<file path="src/rtl/i2cbb_pkg.sv">
package i2cbb_pkg;

  // Bus commands; the idle code doubles as "no command running".
  typedef enum logic [2:0] {
    CMD_IDLE  = 3'd0,
    CMD_START = 3'd1,
    CMD_STOP  = 3'd2,
    CMD_WRITE = 3'd3,
    CMD_READ  = 3'd4
  } cmd_e;

  // Phase code that a new command starts in.
  localparam logic [2:0] PhaseFirst = 3'd1;

  // Number of data bits in one byte transfer.
  localparam logic [3:0] BitsPerByte = 4'd8;

  // Complete sequencer state, updated once per tick.
  typedef struct packed {
    cmd_e       cmd;
    logic [2:0] phase;
    logic [3:0] bit_count;
    logic [7:0] shift;
    logic       nack;
    logic       scl;
    logic       sda_drive;
    logic [7:0] rx_hold;
    logic       ack_hold;
  } seq_state_t;

  // Sequencer state after reset: SCL high, SDA released.
  localparam seq_state_t SeqReset = '{
    cmd:       CMD_IDLE,
    phase:     3'd0,
    bit_count: 4'd0,
    shift:     8'd0,
    nack:      1'b0,
    scl:       1'b1,
    sda_drive: 1'b0,
    rx_hold:   8'd0,
    ack_hold:  1'b0
  };

endpackage

</file>
<file path="src/rtl/i2c_bitbang_master_core.sv">
// Channel | Handshake               | Payload
// --------+-------------------------+------------------------------------------------
// in      | in_valid_i / in_stall_o | op_i, tx_byte_i, last_byte_i, sda_in_i
// out     | out_valid_o/out_stall_i | scl_o, sda_low_o, busy_res_o, done_res_o,
//         |                         | rx_byte_o, acked_o
//
// One beat in gives one beat out; a beat can be taken in every cycle while the output is not stalled.
// A result passes through the input register, then the sequencer step into the result
// register.
// Reset clears the sequencer to idle with SCL high and SDA released.
// A stall on a valid output holds the result register and, once the input register is
// full, raises in_stall_o in the same cycle.
module i2c_bitbang_master_core (
  input  logic       clk_i,
  input  logic       rst_ni,
  input  logic       in_valid_i,
  output logic       in_stall_o,
  input  logic [2:0] op_i,
  input  logic [7:0] tx_byte_i,
  input  logic       last_byte_i,
  input  logic       sda_in_i,
  output logic       out_valid_o,
  input  logic       out_stall_i,
  output logic       scl_o,
  output logic       sda_low_o,
  output logic       busy_res_o,
  output logic       done_res_o,
  output logic [7:0] rx_byte_o,
  output logic       acked_o
);
  import i2cbb_pkg::*;

  logic       in_valid_q;
  logic [2:0] op_q;
  logic [7:0] tx_byte_q;
  logic       last_byte_q;
  logic       sda_in_q;

  seq_state_t state_q;
  seq_state_t state_d;
  logic       step_done;
  logic       step_fire;
  logic       in_take;

  logic       out_valid_q;
  logic       scl_q;
  logic       sda_low_q;
  logic       busy_q;
  logic       done_q;
  logic [7:0] rx_byte_q;
  logic       acked_q;

  // The step runs when the input register is full and the result register can take it.
  assign step_fire  = in_valid_q && (!out_valid_q || !out_stall_i);
  assign in_stall_o = in_valid_q && !step_fire;
  assign in_take    = in_valid_i && !in_stall_o;

  // Input register.
  always_ff @(posedge clk_i or negedge rst_ni) begin
    if (!rst_ni) begin
      in_valid_q <= 1'b0;
    end else if (in_take) begin
      in_valid_q <= 1'b1;
    end else if (step_fire) begin
      in_valid_q <= 1'b0;
    end
  end

  always_ff @(posedge clk_i) begin
    if (in_take) begin
      op_q        <= op_i;
      tx_byte_q   <= tx_byte_i;
      last_byte_q <= last_byte_i;
      sda_in_q    <= sda_in_i;
    end
  end

  // Sequencer step logic.
  i2cbb_step u_step (
    .state_i     (state_q),
    .op_i        (op_q),
    .tx_byte_i   (tx_byte_q),
    .last_byte_i (last_byte_q),
    .sda_in_i    (sda_in_q),
    .state_o     (state_d),
    .done_o      (step_done)
  );

  // Sequencer state advances once per beat.
  always_ff @(posedge clk_i or negedge rst_ni) begin
    if (!rst_ni) begin
      state_q <= SeqReset;
    end else if (step_fire) begin
      state_q <= state_d;
    end
  end

  // Result register.
  always_ff @(posedge clk_i or negedge rst_ni) begin
    if (!rst_ni) begin
      out_valid_q <= 1'b0;
    end else if (step_fire) begin
      out_valid_q <= 1'b1;
    end else if (!out_stall_i) begin
      out_valid_q <= 1'b0;
    end
  end

  always_ff @(posedge clk_i) begin
    if (step_fire) begin
      scl_q     <= state_d.scl;
      sda_low_q <= state_d.sda_drive;
      busy_q    <= (state_d.cmd != CMD_IDLE);
      done_q    <= step_done;
      rx_byte_q <= state_d.rx_hold;
      acked_q   <= state_d.ack_hold;
    end
  end

  assign out_valid_o = out_valid_q;
  assign scl_o       = scl_q;
  assign sda_low_o   = sda_low_q;
  assign busy_res_o  = busy_q;
  assign done_res_o  = done_q;
  assign rx_byte_o   = rx_byte_q;
  assign acked_o     = acked_q;

  // An idle sequencer always sits at phase zero with a cleared bit count.
  a_idle_clean : assert property (@(posedge clk_i) disable iff (!rst_ni)
    (state_q.cmd == CMD_IDLE) |-> (state_q.phase == 3'd0 && state_q.bit_count == 4'd0))
    else $error("idle sequencer has stale phase or bit count");

  // The bit count never passes one byte.
  a_bit_range : assert property (@(posedge clk_i) disable iff (!rst_ni)
    state_q.bit_count <= BitsPerByte)
    else $error("bit count out of range");

  // A finishing step leaves the sequencer idle.
  a_done_idle : assert property (@(posedge clk_i) disable iff (!rst_ni)
    (step_fire && step_done) |=> (state_q.cmd == CMD_IDLE))
    else $error("sequencer not idle after done");

  // A reported completion never comes with busy.
  a_done_not_busy : assert property (@(posedge clk_i) disable iff (!rst_ni)
    (out_valid_q && done_q) |-> !busy_q)
    else $error("done and busy reported together");

  // Without a step, the sequencer state holds.
  a_state_hold : assert property (@(posedge clk_i) disable iff (!rst_ni)
    !step_fire |=> $stable(state_q))
    else $error("sequencer state moved without a beat");

endmodule

</file>
<file path="src/rtl/i2cbb_step.sv">
module i2cbb_step (
  input  i2cbb_pkg::seq_state_t state_i,
  input  logic [2:0]            op_i,
  input  logic [7:0]            tx_byte_i,
  input  logic                  last_byte_i,
  input  logic                  sda_in_i,
  output i2cbb_pkg::seq_state_t state_o,
  output logic                  done_o
);
  import i2cbb_pkg::*;

  logic [3:0] bc_inc;

  assign bc_inc = state_i.bit_count + 4'd1;

  // One bus phase per tick: launch a new command when idle (other ops are ignored) or advance the running one.
  always_comb begin
    state_o = state_i;
    done_o  = 1'b0;
    unique case (state_i.cmd)
      CMD_IDLE: begin
        case (op_i) inside
          CMD_START, CMD_STOP, CMD_WRITE, CMD_READ: begin
            state_o.cmd       = cmd_e'(op_i);
            state_o.phase     = PhaseFirst;
            state_o.bit_count = 4'd0;
            state_o.scl       = 1'b0;
            if (op_i == CMD_WRITE) begin
              state_o.shift = tx_byte_i;
            end
            if (op_i == CMD_READ) begin
              state_o.shift = 8'd0;
              state_o.nack  = last_byte_i;
            end
          end
          default: ;
        endcase
      end
      CMD_START: begin
        case (state_i.phase)
          3'd1: begin
            state_o.sda_drive = 1'b0;
            state_o.phase     = 3'd2;
          end
          3'd2: begin
            state_o.scl   = 1'b1;
            state_o.phase = 3'd3;
          end
          default: begin
            state_o.sda_drive = 1'b1;
            done_o            = 1'b1;
          end
        endcase
      end
      CMD_STOP: begin
        case (state_i.phase)
          3'd1: begin
            state_o.sda_drive = 1'b1;
            state_o.phase     = 3'd2;
          end
          3'd2: begin
            state_o.scl   = 1'b1;
            state_o.phase = 3'd3;
          end
          default: begin
            state_o.sda_drive = 1'b0;
            done_o            = 1'b1;
          end
        endcase
      end
      CMD_WRITE: begin
        case (state_i.phase)
          3'd1: begin
            state_o.sda_drive = ~state_i.shift[7];
            state_o.phase     = 3'd2;
          end
          3'd2: begin
            state_o.scl   = 1'b1;
            state_o.phase = 3'd3;
          end
          3'd3: begin
            state_o.scl       = 1'b0;
            state_o.shift     = {state_i.shift[6:0], 1'b0};
            state_o.bit_count = bc_inc;
            state_o.phase     = (bc_inc >= BitsPerByte) ? 3'd4 : 3'd1;
          end
          3'd4: begin
            state_o.sda_drive = 1'b0;
            state_o.phase     = 3'd5;
          end
          3'd5: begin
            state_o.scl      = 1'b1;
            state_o.ack_hold = ~sda_in_i;
            state_o.phase    = 3'd6;
          end
          default: begin
            state_o.scl = 1'b0;
            done_o      = 1'b1;
          end
        endcase
      end
      CMD_READ: begin
        case (state_i.phase)
          3'd1: begin
            state_o.sda_drive = 1'b0;
            state_o.phase     = 3'd2;
          end
          3'd2: begin
            state_o.scl   = 1'b1;
            state_o.shift = {state_i.shift[6:0], sda_in_i};
            state_o.phase = 3'd3;
          end
          3'd3: begin
            state_o.scl       = 1'b0;
            state_o.bit_count = bc_inc;
            state_o.phase     = (bc_inc >= BitsPerByte) ? 3'd4 : 3'd2;
          end
          3'd4: begin
            state_o.sda_drive = ~state_i.nack;
            state_o.phase     = 3'd5;
          end
          3'd5: begin
            state_o.scl   = 1'b1;
            state_o.phase = 3'd6;
          end
          3'd6: begin
            state_o.scl = 1'b0;
            if (state_i.nack) begin
              state_o.rx_hold = state_i.shift;
              done_o          = 1'b1;
            end else begin
              state_o.phase = 3'd7;
            end
          end
          default: begin
            state_o.sda_drive = 1'b0;
            state_o.rx_hold   = state_i.shift;
            done_o            = 1'b1;
          end
        endcase
      end
      default: ;
    endcase

    // A finished command returns the sequencer to idle.
    if (done_o) begin
      state_o.cmd       = CMD_IDLE;
      state_o.phase     = 3'd0;
      state_o.bit_count = 4'd0;
    end
  end

endmodule

</file>
<file path="config.mk">
export PLATFORM = sky130hd
export DESIGN_NAME = i2c_bitbang_master_core
export DESIGN_NICKNAME = d
export VERILOG_FILES = /design/src/rtl/i2cbb_pkg.sv /design/src/rtl/i2c_bitbang_master_core.sv /design/src/rtl/i2cbb_step.sv
export SDC_FILE = /design/constraint.sdc
export NUM_CORES = 1
export LEC_CHECK = 0
export ABC_CLOCK_PERIOD_IN_PS = 1700
export BUFFER_PORTS_ARGS = -buffer_cell sky130_fd_sc_hd__buf_2
export CORE_MARGIN = 8
export CORE_UTILIZATION = 35
export CTS_CLUSTER_SIZE = 28
export DETAILED_ROUTE_END_ITERATION = 7
export SLEW_MARGIN = 10
export SYNTH_ARGS = -nofsm -noshare
export SYNTH_HDL_FRONTEND = slang
export SYNTH_SLANG_ARGS = --single-unit
</file>
<file path="constraint.sdc">
create_clock -name clk_i -period 1.7 [get_ports clk_i]
set_input_delay 0.17 -clock clk_i [delete_from_list [all_inputs] [get_ports clk_i]]
set_output_delay 0.17 -clock clk_i [all_outputs]
set_load 0.05 [all_outputs]
</file>
==> impl_metrics.csv <==
group,metric,value,unit
grt,track_usage,0.130,
logic_synthesis,ys_types,53,
route,drtAntennaViolNets,0,
hold_path,hold_depth,1,
route,avgRoutedWirePerCell,15.8,um
clock_tree,path_clk_slew,70,ps
route,wl,7320,um
grt,grt_pass1_vias,2352,
route,drtIter0Drc,138,
worst_setup_path,crit_required,1920,ps
sta,period_share,1.09,
sta,fmax,0.539,GHz
placement,hpwlAfterDp,4830,um
floorplan,design.core.area,0.00813,sq mm
cells_and_area,fin_nets,372,
logic_synthesis,syn_area_per_cell,11.9,sq um
worst_setup_path,cp-end-kind,"register",
worst_setup_path,reg2reg_from,"state_q[28]",
pwr,vdd.ir_drop.worst,0.888,mV
floorplan,initial_utilization,0.358,
outcome,violations,"setup timing",
clock_tree,htree_num_levels,3,
logic_synthesis,synth_edf_count,26,
worst_setup_path,worstPathArrival,2080,ps
worst_setup_path,critPathKind,"register to register",
logic_synthesis,synth_area_leaders,"edfxtp_1 (27%), dfrtp_1 (27%), mux2_2 (9.3%)",
sta,relSlewSlack,0.631,
hold_path,hold_start,"tx_byte_i[7]",
hold_path,hold-path-endpoint,"tx_byte_q[7]",
logic_synthesis,synthesis.area,0.00291,sq mm
outcome,outcome,"finished, violations left",
clock_tree,clk_path_buf_depth,2,
sta,slew_violations,0,
sta,setup_viol,29,
worst_setup_path,r2r_end,"state_q[16]",
cells_and_area,n_fill_cell,678,
logic_synthesis,yosys-top-cells-count,"dfrtp_1 (31), edfxtp_1 (26), mux2_2 (24)",
route,num_vias,2325,
logic_synthesis,synth_top_area_share,0.268,
sta,hold_viol,0,
clock_tree,insertion_delay,340,ps
placement,place_ws,-197,ps
logic_synthesis,synthArstFlopShare,0.552,
pwr,leakage,1.87,nW
logic_synthesis,synth.largest_area_cell,"edfxtp_1",
grt,antenna_found_initial,0,
logic_synthesis,yosysMostFrequentCell,"dfrtp_1",
floorplan,die_h,107,um
cells_and_area,synthToLayoutAreaGrowth,50.9,%
cells_and_area,final_cells,464,
worst_setup_path,cp-start-kind,"register",
sta,hold_ws,18.4,ps
floorplan,rows,33,
sta,setup_tns,-1850,ps
hold_path,worstHoldPathType,"input pin to register",
placement,detailed_place.area,0.00365,sq mm
placement,gp_congestion,0.882,
pwr,p_total,7.84,mW
cells_and_area,post-route-util,0.540,
cells_and_area,drive_above_1_share,0.521,
cells_and_area,postLayoutCellArea,0.00439,sq mm
sta,worst_pin_slew,554,ps
clock_tree,cts_root_buf,"clkbuf_8",
worst_setup_path,worstRegToRegCells,5,
placement,io_buffers,31,
floorplan,dieWidth,107,um
grt,grt.overflow.total,0,
clock_tree,cts_sinks,58,
logic_synthesis,yosysSeqAreaShare,0.544,
logic_synthesis,synth.ff_latch_count,58,
sta,setup_slack,-157,ps
worst_setup_path,r2r_slack,-160,ps
floorplan,dieArea,0.0115,sq mm
logic_synthesis,synthCells,244,
worst_setup_path,cp_max_fo,8,
sta,grt_setup_unrepaired,"yes",
route,drt_first_pass_iters,4,
pwr,powerDensity,1790,mW/mm^2
grt,grt_pass1_wl,11700,um
route,viasPerCell,5.01,
floorplan,ioPinCount,32,
logic_synthesis,synth.yosys.warnings,0,
cells_and_area,multiInputGateArea,0.00152,sq mm
logic_synthesis,synth_nets,262,
sta,finalCriticalPeriod,1860,ps
grt,grt_max_degree,19,
logic_synthesis,synth-main-ff-cell,"dfrtp_1",
placement,dp.cells,424,
clock_tree,cts_made_buffers,9,
sta,skew,8.99,ps
flow_run,drv_cap,0,
cells_and_area,num_antenna_cells,0,
cells_and_area,regArea,0.00159,sq mm
clock_tree,cts_tree,"done",
route,drc,0,
power breakdown:
| part | total, mW | leakage (nW) | switching, mW | internal (mW) |
|---|---|---|---|---|
| Clock | 1.41 | 0.109 | 0.554 | 0.860 |
| Sequential | 2.27 | 0.663 | 0.330 | 1.94 |
| Combinational | 4.16 | 1.10 | 2.03 | 2.12 |
| Total | 7.84 | 1.87 | 2.92 | 4.92 |
sequential cells by signal, indices dropped and copies added, names as in the netlist:
name         cells
last_byte_q      1
scl_o            1
sda_in_q         1
in_valid_q       1
acked_o          1
out_valid_o      1
state_q         30
done_res_o       1
busy_res_o       1
sda_low_o        1
tx_byte_q        8
op_q             3
rx_byte_o        8
worst max-delay path: stages (launching register included):
cell       delay [ps]
dfrtp_2           440
buf_6             130
or3_4             350
a211o_1           280
o2111ai_4         150
mux2_2            380
routing by layer:
metal,track usage,wire [um]
met5,0,0
met4,0.0623,157
met3,0.0378,314
met2,0.196,3550
met1,0.167,3300
cells by family (layout without fill, tap and decap cells):
| kind of cell | after synthesis | count (layout) | share of synthesized area |
|---|---|---|---|
| xor gates and xnor gates | 3 | 3 | 0.00903 |
| adders and majority gates | 1 | 1 | 0.00430 |
| AOI/OAI and AO/OA | 65 | 65 | 0.176 |
| muxes | 28 | 28 | 0.107 |
| DFF | 58 | 58 | 0.544 |
| and+or+nand+nor | 69 | 69 | 0.127 |
| buffers and inverters | 20 | 135 | 0.0331 |
layout by cell type, fill, tap and decap left out, types with 3 or more instances in the layout:
cell type      Yosys  routed
dfrtp_2            0       5
dfrtp_1           31      26
nor3_4             2       3
buf_2              5      31
nand3_1            5       4
nor2b_1            4       3
mux2_2            24       7
nand2b_1           6       5
nand2_2            1       3
o21ai_1            0       3
clkbuf_8           0      10
a31oi_1            5       4
mux2i_1            3       3
a22o_1            11      11
inv_1              8       7
a211o_1            3       3
buf_4              2      49
mux2_4             0      18
buf_6              1      12
nor2_4             0       5
nor2_1            20      14
o21a_1             5       3
dlygate4sd3_1      0      12
o21ai_0            9       6
buf_12             0       6
edfxtp_1          26      26
nand2_1           13      10
a21oi_1           10       8
timing repair:
item,4_1_cts,5_1_grt
pin swaps,12,15
hold buffers,12,0
setup endpoints to repair,39,40
endpoints found under the hold margin,27,0
gates cloned,0,0
gates resized for setup,53,28
buffers inserted,7,6
cell type report:
cell class	count	area share
clock buffers	11	0.0322
clock inverters	5	0.0177
inverters	9	0.00883
multi-input cells	166	0.345
flip-flops and latches	58	0.362
well taps	105	0.0299
repair buffers	110	0.205
how the worst max path moves through the flow:
stage	cells after the start	to	slack [ps]	start
finish	5	state_q[16]	-160	state_q[28]
global route	5	state_q[15]	-190	state_q[28]
CTS	5	state_q[17]	-140	state_q[28]
detailed placement	6	state_q[21]	-200	state_q[27]
global placement	6	state_q[15]	-170	state_q[27]
floorplan	6	state_q[12]	-60	state_q[29]
Power figures use the tool's default switching activity.
